### src/hw/rtl/preview_frame_pacer_core_macros.svh
// Assertion macros for the preview frame pacer.
// Included by the top level; depends on clk and rst_n in the including scope.
`ifndef PREVIEW_FRAME_PACER_CORE_MACROS_SVH
`define PREVIEW_FRAME_PACER_CORE_MACROS_SVH
`ifndef SYNTHESIS
// Implication in the same cycle.
`define PFP_ASSERT_IMP(label, ante, cons) \
    label: assert property (@(posedge clk) disable iff (!rst_n) (ante) |-> (cons)) \
        else $error("pacer assertion failed");
// Implication in the next cycle.
`define PFP_ASSERT_NXT(label, ante, cons) \
    label: assert property (@(posedge clk) disable iff (!rst_n) (ante) |=> (cons)) \
        else $error("pacer assertion failed");
`else
`define PFP_ASSERT_IMP(label, ante, cons)
`define PFP_ASSERT_NXT(label, ante, cons)
`endif
`endif

### src/hw/rtl/pfp_pkg.sv
// Shared types and constants of the preview frame pacer.
// No dependencies; used by every module of the block.
package pfp_pkg;

    // Pending buffer queue geometry.
    localparam int QUEUE_DEPTH = 8;
    localparam int QIDX_W      = (QUEUE_DEPTH > 1) ? $clog2(QUEUE_DEPTH) : 1;
    localparam int QCNT_W      = $clog2(QUEUE_DEPTH + 1);

    // Field widths.
    localparam int TIME_W  = 63;
    localparam int XFORM_W = 8;
    localparam int BUFID_W = 32;
    localparam int FENCE_W = 21;
    localparam int WM_W    = 3;
    localparam int SPACE_W = 32;
    localparam int DATA_W  = 32;
    localparam int ADDR_W  = 3;

    // Register reset values.
    localparam logic [WM_W-1:0]    WM_RESET    = 3'd1;
    localparam logic [SPACE_W-1:0] SPACE_RESET = 32'd1000000000;

    // Largest presentation time, used when the ideal time saturates.
    localparam logic [63:0] TIME_MAX = {1'b0, {63{1'b1}}};

    typedef enum logic {
        REG_WATERMARK = 1'b0,
        REG_SPACING   = 1'b1
    } reg_idx_t;

    typedef enum logic {
        CMD_QUEUE = 1'b0,
        CMD_CAND  = 1'b1
    } cmd_kind_t;

    typedef enum logic [1:0] {
        RUN_IDLE  = 2'd0,
        RUN_HELD  = 2'd1,
        RUN_EMPTY = 2'd2
    } run_t;

    typedef enum logic [2:0] {
        BK_IDLE   = 3'd0,
        BK_EXEC   = 3'd1,
        BK_TARGET = 3'd2,
        BK_GAP    = 3'd3,
        BK_UPDATE = 3'd4
    } bk_state_t;

    // One pending buffer.
    typedef struct packed {
        logic [TIME_W-1:0]         time_ns;
        logic [BUFID_W-1:0]        buf_id;
        logic [XFORM_W-1:0]        transform;
        logic signed [FENCE_W-1:0] fence;
    } entry_t;

    // One classified item on its way to the back end.
    typedef struct packed {
        cmd_kind_t                 kind;
        logic [TIME_W-1:0]         time_ns;
        logic [XFORM_W-1:0]        transform;
        logic [BUFID_W-1:0]        buf_id;
        logic signed [FENCE_W-1:0] fence;
        logic                      last;
    } cmd_t;

    // One result item.
    typedef struct packed {
        logic [BUFID_W-1:0]        buf_id;
        logic [XFORM_W-1:0]        transform;
        logic signed [FENCE_W-1:0] fence;
        logic [TIME_W-1:0]         time_ns;
        logic                      early;
    } res_t;

    // Back end status seen by the top level.
    typedef struct packed {
        logic [QCNT_W-1:0] count;
        logic              held;
    } bk_stat_t;

endpackage

### src/hw/rtl/pfp_front.sv
// Front end of the pacer: accepts items, classifies them and queues them.
// Depends on pfp_pkg.
module pfp_front (
    input  logic                                clk,
    input  logic                                rst_n,
    input  logic                                push,
    output logic                                full,
    input  logic                                func,
    input  logic [pfp_pkg::TIME_W-1:0]          time_ns,
    input  logic [pfp_pkg::XFORM_W-1:0]         frame_transform,
    input  logic [pfp_pkg::BUFID_W-1:0]         buffer_id,
    input  logic signed [pfp_pkg::FENCE_W-1:0]  fence_id,
    input  logic                                last_candidate,
    output logic                                cmd_valid,
    output pfp_pkg::cmd_t                       cmd,
    input  logic                                cmd_take
);

    pfp_pkg::cmd_t slot_reg [2];
    logic          wr_ptr_reg;
    logic          wr_ptr_next;
    logic          rd_ptr_reg;
    logic          rd_ptr_next;
    logic [1:0]    cnt_reg;
    logic [1:0]    cnt_next;
    logic          do_push;
    logic          do_pop;
    pfp_pkg::cmd_t in_cmd;

    // Classify the incoming item.
    always_comb
    begin
        in_cmd.kind      = func ? pfp_pkg::CMD_CAND : pfp_pkg::CMD_QUEUE;
        in_cmd.time_ns   = time_ns;
        in_cmd.transform = frame_transform;
        in_cmd.buf_id    = buffer_id;
        in_cmd.fence     = fence_id;
        in_cmd.last      = last_candidate;
    end

    // Two-entry queue toward the back end.
    assign full      = (cnt_reg == 2'd2);
    assign cmd_valid = (cnt_reg != 2'd0);
    assign cmd       = slot_reg[rd_ptr_reg];
    assign do_push   = push && !full;
    assign do_pop    = cmd_take && cmd_valid;

    always_comb
    begin
        wr_ptr_next = do_push ? ~wr_ptr_reg : wr_ptr_reg;
        rd_ptr_next = do_pop ? ~rd_ptr_reg : rd_ptr_reg;
        cnt_next    = cnt_reg + 2'(do_push) - 2'(do_pop);
    end

    always_ff @(posedge clk or negedge rst_n)
    begin
        if (!rst_n)
        begin
            wr_ptr_reg <= 1'b0;
            rd_ptr_reg <= 1'b0;
            cnt_reg    <= 2'd0;
        end
        else
        begin
            wr_ptr_reg <= wr_ptr_next;
            rd_ptr_reg <= rd_ptr_next;
            cnt_reg    <= cnt_next;
        end
    end

    // Slot payload carries no reset.
    always_ff @(posedge clk)
    begin
        if (do_push)
        begin
            slot_reg[wr_ptr_reg] <= in_cmd;
        end
    end

endmodule

### src/hw/rtl/pfp_res_q.sv
// Result queue of the pacer: holds finished items until they are popped.
// Depends on pfp_pkg.
module pfp_res_q (
    input  logic          clk,
    input  logic          rst_n,
    input  logic          res_push,
    input  pfp_pkg::res_t res_data,
    output logic          res_full,
    output logic          empty,
    input  logic          pop,
    output pfp_pkg::res_t head
);

    pfp_pkg::res_t slot_reg [2];
    logic          wr_ptr_reg;
    logic          wr_ptr_next;
    logic          rd_ptr_reg;
    logic          rd_ptr_next;
    logic [1:0]    cnt_reg;
    logic [1:0]    cnt_next;
    logic          do_push;
    logic          do_pop;

    assign res_full = (cnt_reg == 2'd2);
    assign empty    = (cnt_reg == 2'd0);
    assign head     = slot_reg[rd_ptr_reg];
    assign do_push  = res_push && !res_full;
    assign do_pop   = pop && !empty;

    // Pointer and fill count update.
    always_comb
    begin
        wr_ptr_next = do_push ? ~wr_ptr_reg : wr_ptr_reg;
        rd_ptr_next = do_pop ? ~rd_ptr_reg : rd_ptr_reg;
        cnt_next    = cnt_reg + 2'(do_push) - 2'(do_pop);
    end

    always_ff @(posedge clk or negedge rst_n)
    begin
        if (!rst_n)
        begin
            wr_ptr_reg <= 1'b0;
            rd_ptr_reg <= 1'b0;
            cnt_reg    <= 2'd0;
        end
        else
        begin
            wr_ptr_reg <= wr_ptr_next;
            rd_ptr_reg <= rd_ptr_next;
            cnt_reg    <= cnt_next;
        end
    end

    always_ff @(posedge clk)
    begin
        if (do_push)
        begin
            slot_reg[wr_ptr_reg] <= res_data;
        end
    end

endmodule

### src/hw/rtl/pfp_back.sv
// Back end of the pacer: pending buffer store, run tracking and pacing math.
// Depends on pfp_pkg; fed by pfp_front, drains into pfp_res_q.
module pfp_back (
    input  logic                          clk,
    input  logic                          rst_n,
    input  logic [pfp_pkg::WM_W-1:0]      watermark,
    input  logic [pfp_pkg::SPACE_W-1:0]   spacing,
    input  logic                          cmd_valid,
    input  pfp_pkg::cmd_t                 cmd,
    output logic                          cmd_take,
    input  logic                          res_full,
    output logic                          res_push,
    output pfp_pkg::res_t                 res_data,
    output pfp_pkg::bk_stat_t             stat
);

    localparam int QIDX_W = pfp_pkg::QIDX_W;
    localparam int QCNT_W = pfp_pkg::QCNT_W;
    localparam int TIME_W = pfp_pkg::TIME_W;

    // Pending buffer memory with registered read at the head.
    pfp_pkg::entry_t mem [pfp_pkg::QUEUE_DEPTH];
    pfp_pkg::entry_t rd_reg;
    logic            mem_we;
    logic [QIDX_W-1:0] mem_waddr;
    pfp_pkg::entry_t mem_wdata;

    pfp_pkg::bk_state_t state_reg;
    pfp_pkg::bk_state_t state_next;
    pfp_pkg::run_t      run_reg;
    pfp_pkg::run_t      run_next;
    logic [QIDX_W-1:0]  head_reg;
    logic [QIDX_W-1:0]  head_next;
    logic [QCNT_W-1:0]  count_reg;
    logic [QCNT_W-1:0]  count_next;
    logic               first_reg;
    logic               first_next;
    logic [TIME_W-1:0]  ref_cap_reg;
    logic [TIME_W-1:0]  ref_cap_next;
    logic [TIME_W-1:0]  ref_pres_reg;
    logic [TIME_W-1:0]  ref_pres_next;
    logic signed [63:0] target_reg;
    logic signed [63:0] target_next;
    logic [TIME_W-1:0]  best_time_reg;
    logic [TIME_W-1:0]  best_time_next;
    logic [63:0]        best_gap_reg;
    logic [63:0]        best_gap_next;

    // Working registers without reset.
    pfp_pkg::cmd_t      cmd_reg;
    pfp_pkg::cmd_t      cmd_next;
    pfp_pkg::entry_t    chosen_reg;
    pfp_pkg::entry_t    chosen_next;
    logic signed [63:0] interval_reg;
    logic signed [63:0] interval_next;
    logic [63:0]        gap_reg;
    logic [63:0]        gap_next;

    // Helper values.
    logic [QIDX_W-1:0]  head_inc;
    logic [QCNT_W:0]    tail_sum;
    logic [QIDX_W-1:0]  tail;
    logic               q_full;
    logic [QCNT_W-1:0]  cnt_inc;
    pfp_pkg::entry_t    new_entry;
    pfp_pkg::entry_t    old_entry;
    logic               below;
    logic [63:0]        ideal_sum;
    logic [64:0]        diff_up;
    logic [64:0]        diff_dn;
    logic               take;
    logic [TIME_W-1:0]  win_time;

    // Queue pointer arithmetic.
    always_comb
    begin
        head_inc = (head_reg == QIDX_W'(pfp_pkg::QUEUE_DEPTH - 1)) ? '0 : head_reg + 1'b1;
        tail_sum = (QCNT_W + 1)'(head_reg) + (QCNT_W + 1)'(count_reg);
        if (tail_sum >= (QCNT_W + 1)'(pfp_pkg::QUEUE_DEPTH))
        begin
            tail = QIDX_W'(tail_sum - (QCNT_W + 1)'(pfp_pkg::QUEUE_DEPTH));
        end
        else
        begin
            tail = QIDX_W'(tail_sum);
        end
        q_full  = (count_reg == QCNT_W'(pfp_pkg::QUEUE_DEPTH));
        cnt_inc = count_reg + 1'b1;
    end

    // The buffer carried by a queue item.
    always_comb
    begin
        new_entry.time_ns   = cmd_reg.time_ns;
        new_entry.buf_id    = cmd_reg.buf_id;
        new_entry.transform = cmd_reg.transform;
        new_entry.fence     = cmd_reg.fence;
        old_entry           = (count_reg == '0) ? new_entry : rd_reg;
    end

    // Pacing arithmetic: ideal time, distance to it, and winner choice.
    always_comb
    begin
        below     = interval_reg < $signed({32'b0, spacing});
        ideal_sum = {1'b0, ref_pres_reg} + $unsigned(interval_reg);
        diff_up   = {2'b00, cmd_reg.time_ns} - {target_reg[63], $unsigned(target_reg)};
        diff_dn   = {target_reg[63], $unsigned(target_reg)} - {2'b00, cmd_reg.time_ns};
        take      = first_reg || (gap_reg < best_gap_reg);
        win_time  = take ? cmd_reg.time_ns : best_time_reg;
    end

    // Next state.
    always_comb
    begin
        state_next = state_reg;
        unique case (state_reg)
            pfp_pkg::BK_IDLE:
            begin
                if (cmd_valid && !res_full)
                begin
                    state_next = pfp_pkg::BK_EXEC;
                end
            end
            pfp_pkg::BK_EXEC:
            begin
                if (cmd_reg.kind == pfp_pkg::CMD_CAND && run_reg == pfp_pkg::RUN_IDLE &&
                    count_reg != '0)
                begin
                    state_next = pfp_pkg::BK_TARGET;
                end
                else if (cmd_reg.kind == pfp_pkg::CMD_CAND && run_reg == pfp_pkg::RUN_HELD)
                begin
                    state_next = pfp_pkg::BK_GAP;
                end
                else
                begin
                    state_next = pfp_pkg::BK_IDLE;
                end
            end
            pfp_pkg::BK_TARGET: state_next = pfp_pkg::BK_GAP;
            pfp_pkg::BK_GAP:    state_next = pfp_pkg::BK_UPDATE;
            pfp_pkg::BK_UPDATE: state_next = pfp_pkg::BK_IDLE;
            default:            state_next = pfp_pkg::BK_IDLE;
        endcase
    end

    // Datapath and outputs per state.
    always_comb
    begin
        cmd_take       = 1'b0;
        res_push       = 1'b0;
        res_data       = '0;
        mem_we         = 1'b0;
        mem_waddr      = tail;
        mem_wdata      = new_entry;
        run_next       = run_reg;
        head_next      = head_reg;
        count_next     = count_reg;
        first_next     = first_reg;
        ref_cap_next   = ref_cap_reg;
        ref_pres_next  = ref_pres_reg;
        target_next    = target_reg;
        best_time_next = best_time_reg;
        best_gap_next  = best_gap_reg;
        cmd_next       = cmd_reg;
        chosen_next    = chosen_reg;
        interval_next  = interval_reg;
        gap_next       = gap_reg;

        unique case (state_reg)
            pfp_pkg::BK_IDLE:
            begin
                // Take the next item only when its result has a place to go.
                cmd_take = cmd_valid && !res_full;
                if (cmd_take)
                begin
                    cmd_next = cmd;
                end
            end
            pfp_pkg::BK_EXEC:
            begin
                if (cmd_reg.kind == pfp_pkg::CMD_QUEUE)
                begin
                    mem_we = 1'b1;
                    if (q_full)
                    begin
                        // Full store: the oldest buffer leaves, the new one takes its slot.
                        head_next          = head_inc;
                        res_push           = 1'b1;
                        res_data.buf_id    = rd_reg.buf_id;
                        res_data.transform = rd_reg.transform;
                        res_data.fence     = rd_reg.fence;
                        res_data.time_ns   = rd_reg.time_ns;
                        res_data.early     = 1'b1;
                        ref_cap_next       = '0;
                        ref_pres_next      = '0;
                    end
                    else if (8'(cnt_inc) <= 8'(watermark))
                    begin
                        count_next = cnt_inc;
                    end
                    else
                    begin
                        // Over the watermark: release the oldest buffer at once.
                        head_next          = head_inc;
                        res_push           = 1'b1;
                        res_data.buf_id    = old_entry.buf_id;
                        res_data.transform = old_entry.transform;
                        res_data.fence     = old_entry.fence;
                        res_data.time_ns   = old_entry.time_ns;
                        res_data.early     = 1'b1;
                        ref_cap_next       = '0;
                        ref_pres_next      = '0;
                    end
                end
                else
                begin
                    unique case (run_reg)
                        pfp_pkg::RUN_IDLE:
                        begin
                            if (count_reg != '0)
                            begin
                                // Open a run holding the front buffer.
                                chosen_next   = rd_reg;
                                head_next     = head_inc;
                                count_next    = count_reg - 1'b1;
                                interval_next = $signed({1'b0, rd_reg.time_ns}) -
                                                $signed({1'b0, ref_cap_reg});
                                run_next      = pfp_pkg::RUN_HELD;
                                first_next    = 1'b1;
                            end
                            else
                            begin
                                run_next = cmd_reg.last ? pfp_pkg::RUN_IDLE
                                                        : pfp_pkg::RUN_EMPTY;
                            end
                        end
                        pfp_pkg::RUN_HELD:
                        begin
                            first_next = 1'b0;
                        end
                        pfp_pkg::RUN_EMPTY:
                        begin
                            if (cmd_reg.last)
                            begin
                                run_next = pfp_pkg::RUN_IDLE;
                            end
                        end
                        default:
                        begin
                            run_next = pfp_pkg::RUN_IDLE;
                        end
                    endcase
                end
            end
            pfp_pkg::BK_TARGET:
            begin
                // Ideal time from the last present time, or restart at capture time.
                if (below)
                begin
                    if (!interval_reg[63] && ideal_sum[63])
                    begin
                        target_next = $signed(pfp_pkg::TIME_MAX);
                    end
                    else
                    begin
                        target_next = $signed(ideal_sum);
                    end
                end
                else
                begin
                    target_next = $signed({1'b0, chosen_reg.time_ns});
                end
            end
            pfp_pkg::BK_GAP:
            begin
                gap_next = diff_up[64] ? diff_dn[63:0] : diff_up[63:0];
            end
            pfp_pkg::BK_UPDATE:
            begin
                if (take)
                begin
                    best_gap_next  = gap_reg;
                    best_time_next = cmd_reg.time_ns;
                end
                if (cmd_reg.last)
                begin
                    // End of run: emit the held buffer at the winning time.
                    res_push           = 1'b1;
                    res_data.buf_id    = chosen_reg.buf_id;
                    res_data.transform = chosen_reg.transform;
                    res_data.fence     = chosen_reg.fence;
                    res_data.time_ns   = win_time;
                    res_data.early     = 1'b0;
                    ref_cap_next       = chosen_reg.time_ns;
                    ref_pres_next      = win_time;
                    best_gap_next      = '1;
                    run_next           = pfp_pkg::RUN_IDLE;
                end
            end
            default:
            begin
                cmd_take = 1'b0;
            end
        endcase
    end

    assign stat.count = count_reg;
    assign stat.held  = (run_reg == pfp_pkg::RUN_HELD);

    // Control state.
    always_ff @(posedge clk or negedge rst_n)
    begin
        if (!rst_n)
        begin
            state_reg     <= pfp_pkg::BK_IDLE;
            run_reg       <= pfp_pkg::RUN_IDLE;
            head_reg      <= '0;
            count_reg     <= '0;
            first_reg     <= 1'b0;
            ref_cap_reg   <= '0;
            ref_pres_reg  <= '0;
            target_reg    <= '0;
            best_time_reg <= '0;
            best_gap_reg  <= '1;
        end
        else
        begin
            state_reg     <= state_next;
            run_reg       <= run_next;
            head_reg      <= head_next;
            count_reg     <= count_next;
            first_reg     <= first_next;
            ref_cap_reg   <= ref_cap_next;
            ref_pres_reg  <= ref_pres_next;
            target_reg    <= target_next;
            best_time_reg <= best_time_next;
            best_gap_reg  <= best_gap_next;
        end
    end

    // Working registers.
    always_ff @(posedge clk)
    begin
        cmd_reg      <= cmd_next;
        chosen_reg   <= chosen_next;
        interval_reg <= interval_next;
        gap_reg      <= gap_next;
    end

    // Pending store: one write port at the tail, registered read at the head.
    always_ff @(posedge clk)
    begin
        if (mem_we)
        begin
            mem[mem_waddr] <= mem_wdata;
        end
        rd_reg <= mem[head_reg];
    end

endmodule

### src/hw/rtl/preview_frame_pacer_core.sv
// Top level of the preview frame pacer: register port, front, back and result queue.
// Depends on pfp_pkg, pfp_front, pfp_back, pfp_res_q and the assertion macro header.
//
//  Channel   Handshake             Payload
//  -------   -------------------   ---------------------------------------------------
//  input     push / full           func, time_ns, frame_transform, buffer_id, fence_id,
//                                  last_candidate
//  result    empty / pop           out_buffer_id, out_transform, out_fence_id,
//                                  present_time_ns, early_release
//  config    psel/penable/pwrite   paddr, pwdata, prdata, pready (always high)
//
// The back end handles one item at a time: a queue item or an empty-run candidate
// passes through IDLE and EXEC, a later candidate of a run through IDLE, EXEC, GAP and
// UPDATE, the first candidate of a run also through TARGET for the ideal-time add.
// A two-entry input queue and a two-entry result queue let each side stall alone;
// the back end starts an item only while the result queue has room.
// Reset is asynchronous and needs no clearing pass; the pending store is unset.
`include "preview_frame_pacer_core_macros.svh"
module preview_frame_pacer_core (
    input  logic                                clk,
    input  logic                                rst_n,
    input  logic                                psel,
    input  logic                                penable,
    input  logic                                pwrite,
    input  logic [pfp_pkg::ADDR_W-1:0]          paddr,
    input  logic [pfp_pkg::DATA_W-1:0]          pwdata,
    output logic [pfp_pkg::DATA_W-1:0]          prdata,
    output logic                                pready,
    input  logic                                push,
    output logic                                full,
    input  logic                                func,
    input  logic [pfp_pkg::TIME_W-1:0]          time_ns,
    input  logic [pfp_pkg::XFORM_W-1:0]         frame_transform,
    input  logic [pfp_pkg::BUFID_W-1:0]         buffer_id,
    input  logic signed [pfp_pkg::FENCE_W-1:0]  fence_id,
    input  logic                                last_candidate,
    output logic                                empty,
    input  logic                                pop,
    output logic [pfp_pkg::BUFID_W-1:0]         out_buffer_id,
    output logic [pfp_pkg::XFORM_W-1:0]         out_transform,
    output logic signed [pfp_pkg::FENCE_W-1:0]  out_fence_id,
    output logic [pfp_pkg::TIME_W-1:0]          present_time_ns,
    output logic                                early_release
);

    logic [pfp_pkg::WM_W-1:0]    wm_reg;
    logic [pfp_pkg::WM_W-1:0]    wm_next;
    logic [pfp_pkg::SPACE_W-1:0] spacing_reg;
    logic [pfp_pkg::SPACE_W-1:0] spacing_next;
    pfp_pkg::reg_idx_t           reg_idx;
    logic                        cfg_write;

    logic              cmd_valid;
    pfp_pkg::cmd_t     cmd;
    logic              cmd_take;
    logic              res_full;
    logic              res_push;
    pfp_pkg::res_t     res_data;
    pfp_pkg::res_t     res_head;
    pfp_pkg::bk_stat_t bk_stat;

    // Register port: writes complete in the access phase, reads are immediate.
    assign pready    = 1'b1;
    assign reg_idx   = pfp_pkg::reg_idx_t'(paddr[2]);
    assign cfg_write = psel && penable && pwrite && pready;

    always_comb
    begin
        wm_next      = wm_reg;
        spacing_next = spacing_reg;
        prdata       = '0;
        unique case (reg_idx)
            pfp_pkg::REG_WATERMARK:
            begin
                prdata = pfp_pkg::DATA_W'(wm_reg);
                if (cfg_write)
                begin
                    wm_next = pwdata[pfp_pkg::WM_W-1:0];
                end
            end
            pfp_pkg::REG_SPACING:
            begin
                prdata = spacing_reg;
                if (cfg_write)
                begin
                    spacing_next = pwdata[pfp_pkg::SPACE_W-1:0];
                end
            end
            default:
            begin
                prdata = '0;
            end
        endcase
    end

    always_ff @(posedge clk or negedge rst_n)
    begin
        if (!rst_n)
        begin
            wm_reg      <= pfp_pkg::WM_RESET;
            spacing_reg <= pfp_pkg::SPACE_RESET;
        end
        else
        begin
            wm_reg      <= wm_next;
            spacing_reg <= spacing_next;
        end
    end

    // Front end: accept and classify.
    pfp_front u_front (
        .clk             (clk),
        .rst_n           (rst_n),
        .push            (push),
        .full            (full),
        .func            (func),
        .time_ns         (time_ns),
        .frame_transform (frame_transform),
        .buffer_id       (buffer_id),
        .fence_id        (fence_id),
        .last_candidate  (last_candidate),
        .cmd_valid       (cmd_valid),
        .cmd             (cmd),
        .cmd_take        (cmd_take)
    );

    // Back end: buffer store and pacing.
    pfp_back u_back (
        .clk       (clk),
        .rst_n     (rst_n),
        .watermark (wm_reg),
        .spacing   (spacing_reg),
        .cmd_valid (cmd_valid),
        .cmd       (cmd),
        .cmd_take  (cmd_take),
        .res_full  (res_full),
        .res_push  (res_push),
        .res_data  (res_data),
        .stat      (bk_stat)
    );

    // Result queue toward the display side.
    pfp_res_q u_res_q (
        .clk      (clk),
        .rst_n    (rst_n),
        .res_push (res_push),
        .res_data (res_data),
        .res_full (res_full),
        .empty    (empty),
        .pop      (pop),
        .head     (res_head)
    );

    assign out_buffer_id   = res_head.buf_id;
    assign out_transform   = res_head.transform;
    assign out_fence_id    = res_head.fence;
    assign present_time_ns = res_head.time_ns;
    assign early_release   = res_head.early;

    // Checks on the back end and its hand-off to the result queue.
    `PFP_ASSERT_IMP(a_no_res_overflow, res_push, !res_full)
    `PFP_ASSERT_IMP(a_count_bound, 1'b1, bk_stat.count <= pfp_pkg::QUEUE_DEPTH)
    `PFP_ASSERT_IMP(a_take_valid, cmd_take, cmd_valid)
    `PFP_ASSERT_NXT(a_run_closed, res_push && !res_data.early, !bk_stat.held)

endmodule
### config.mk
export PLATFORM = sky130hd
export DESIGN_NAME = preview_frame_pacer_core
export DESIGN_NICKNAME = d
export VERILOG_FILES = /design/src/hw/rtl/pfp_pkg.sv /design/src/hw/rtl/pfp_front.sv /design/src/hw/rtl/pfp_res_q.sv /design/src/hw/rtl/pfp_back.sv /design/src/hw/rtl/preview_frame_pacer_core.sv
export VERILOG_INCLUDE_DIRS = /design/src /design/src/hw/rtl
export SDC_FILE = /design/constraint.sdc
export NUM_CORES = 2
export LEC_CHECK = 0
export BUFFER_PORTS_ARGS = -buffer_cell sky130_fd_sc_hd__buf_2
export CORE_ASPECT_RATIO = 0.9
export CORE_MARGIN = 10
export CORE_UTILIZATION = 60
export DETAILED_ROUTE_END_ITERATION = 10
export HOLD_SLACK_MARGIN = 0.1
export PLACE_DENSITY = 0.77
export SYNTH_ARGS = -nofsm -noshare
export SYNTH_HDL_FRONTEND = slang
export SYNTH_HIERARCHICAL = 1
export SYNTH_SLANG_ARGS = --single-unit
export TNS_END_PERCENT = 5
### constraint.sdc
create_clock -name clk -period 25.4 [get_ports clk]
set_clock_uncertainty 0.2 [all_clocks]
set_input_delay 1.27 -clock clk [delete_from_list [all_inputs] [get_ports clk]]
set_output_delay 1.27 -clock clk [all_outputs]
set_load 0.02 [all_outputs]
==> metrics.cfg <==
[routing]
wl_per_cell_um = 27.6
drtAntennaViolNets = 0
drc = 0
drt-pass1-iter-count = 6
vias = 62900
avgViaCountPerCell = 6.38
drtIter0Drc = 7337
drt_wl_total_mm = 271

[synth]
synth_fp_nets = 7620
ys_ff_latch = 2369
synth.distinct_cells = 97
synth_area_mm2 = 0.105
synth_area_per_cell_um2 = 14.8
postSynth.asyncResetShare = 0.157
yosysSeqAreaShare = 0.651
synthCells = 7089
synth_edf_count = 1872
synth.top_cells.by_area = edfxtp_1 54%, dfrtp_1 7.1%, mux4_2 5.3%, ha_1 4.3%, mux2_2 3.4%
synth_top_area_share = 0.537
synth_flop_cell = edfxtp_1
yosysWarnings = 6
synth_top_area_cell = edfxtp_1

[worst_setup_path]
cp_top_family = compound AO/OA/AOI/OAI gates
crit_path_max_incr_delay_ps = 740
r2r_cells = 13
cp.arrival_ps = 5650
critPathRequiredTime_ps = 25740
r2r_slack_ps = 20090
critPathSlowestCell = edfxtp_1
cp-end-kind = flop
critPathKind = reg -> reg
path_buf_inv = 2
worstPathMaxFanout = 54
crit_top_cell = buf_4
r2r_start = u_back/cmd_reg[73]
r2r_end = u_back/gap_reg[36]
startpoint_type = flop
path_cells = ha_1, a21oi_1, o21ai_0, a221o_1, a31o_1, a31oi_2, o21ai_2, a41oi_4, buf_4, buf_4, mux2_2, o22ai_1, xor2_1

[cells_and_area]
utilization = 0.670
syn2layout_area_growth_pct = 11.1
fin_nets = 7896
drive_gt1_frac = 0.214
final_common_cell = edfxtp_1
layout_common_cells = 1872 x edfxtp_1, 501 x nand2_1, 363 x inv_1, 358 x ha_1, 354 x o21ai_0
stdcell_area_mm2 = 0.116
fillCellCount = 11600
largest_register_ffs = 992

[run_status]
status = completed

[floorplan]
start_util = 0.604
die_area_mm2 = 0.192
ioPinCount = 328
die_h_um = 416
core-area_mm2 = 0.173
dieWidth_um = 460
row_count = 145

[placement]
dpl_cell_area_mm2 = 0.109
place.gp.congestion = 0.931
io_buffer_count = 324
place_hpwl_mm = 174
pre_cts_slack_ps = 20250

[power]
seqPwrFrac = 0.390
clkPwrFrac = 0.206
peakVddDrop_v = 0.000189
power.leakage_nw = 43.6
powerDensity_mw_per_mm2 = 144
cell_internal_pwr_mw = 10.3
swShare = 0.386
combPwrFrac = 0.404
p_sw_mw = 6.49
power_mw = 16.8

[grt]
grt_antenna_before_repair = 14
grt_pass1_vias = 63100
grt_overflow = 0
grt_max_degree = 191
track_usage = 0.279
grt_pass1_wl_mm = 404

[sta]
fin_tns_setup_ps = 0
period_needed_ps = 5310
rsz0062_at_grt = false
post-route-period-util = 0.209
report.final.hold_viol_count = 0
fmax_mhz = 188
worstMarginPinSlew_ps = 1140
setup_viol = 0
relSlewSlack = 0.235
timing.final.ws_setup_ps = 20090
slew_violations = 0

[clocking]
cts_setup_buffers = 0
cts.repair.resized = 0
cts_root_buffer = clkbuf_16
tritoncts = built
cts_max_path_buffers = 3
htreeDepth = 4
cts-hold-fix-buffers = 0
clk-insertion-delay-late_ps = 890
cts_inserted_buffers = 222
clk_pin_slew_ps = 70
clkSinkCount = 2369

[worst_hold_path]
hold_path_class = in -> async

[run]
maxCapViolCount = 0

==> Yosys cell counts (79+ instances only) <==
library cell  number
dfxtp_1          124
ha_1             358
mux4_2           248
clkbuf_1         232
mux2i_1          144
o22ai_1           82
o31ai_1           82
o21ai_1           79
a21o_1           189
nor2_1           176
o21ai_0          355
nand2_1          501
edfxtp_1        1872
a21oi_1          336
mux2_4           100
xnor2_1          122
dfrtp_1          295
mux2_2           317
a22oi_1          123
inv_1            363
==> metal layers <==
metal	GRT usage	wire, um	vias up	share of wire
met5	0	99	-	0.00036
met4	0.100	10200	16	0.038
met3	0.0491	23200	479	0.085
met2	0.436	126000	2977	0.46
met1	0.395	113000	31800	0.41
li1	-	-	27600	-
==> stage by stage <==
stage	hold slack (ps)	std cells
2_1_floorplan	204	7089
3_3_place_gp	209	9419
3_5_place_dp	214	9419
4_1_cts	168	9843
5_1_grt	211	9847
6_report	191	9853
==> power groups by stage <==
stage | clock network [mW] | registers (mW) | logic, mW
5_1_grt | 3.66 | 6.64 | 7.33
2_1_floorplan | 0 | 6.35 | 4.85
6_report | 3.46 | 6.55 | 6.79
4_1_cts | 3.51 | 6.53 | 6.71
3_3_place_gp | 0 | 6.49 | 6.55
3_5_place_dp | 0 | 6.58 | 6.63
==> logic make-up (layout without fill, tap and decap cells) <==
logic type,after synthesis,after routing,share of synthesized area
AO/OA/AOI/OAI,1577,1577,0.0995
XOR/XNOR,193,193,0.0161
adder cells (fa/ha/maj),363,363,0.0437
buffers and inverters,735,1211,0.0288
flip-flops,2369,2369,0.651
multiplexers,809,809,0.116
other,1,11,0.0000358
AND/OR/NAND/NOR,1042,1042,0.0455
==> cell type report <==
type                       instances  area [um^2]  area share
tap                             2278         2850      0.0245
clock inverter                   120         1550      0.0133
multi-input combinational       3985        33700       0.290
sequential                      2369        68100       0.586
clock buffer                     304         6140      0.0528
inverter                         365         1370      0.0118
antenna                           10         25.0    0.000215
timing repair buffer             422         2450      0.0211
==> worst max path at each step <==
| stage | start | cells past startpoint | endpoint |
|---|---|---|---|
| finish | u_back/cmd_reg[73] | 13 | u_back/gap_reg[36] |
| global route | u_back/cmd_reg[73] | 13 | u_back/gap_reg[36] |
| CTS | u_back/cmd_reg[73] | 13 | u_back/gap_reg[36] |
| detailed placement | u_back/interval_reg[1] | 14 | u_back/target_reg[62] |
| global placement | u_back/interval_reg[1] | 14 | u_back/target_reg[62] |
| floorplan | u_back/state_reg[2] | 6 | u_back/count_reg[2] |
Note: power is estimated with default switching activity, not from simulation.
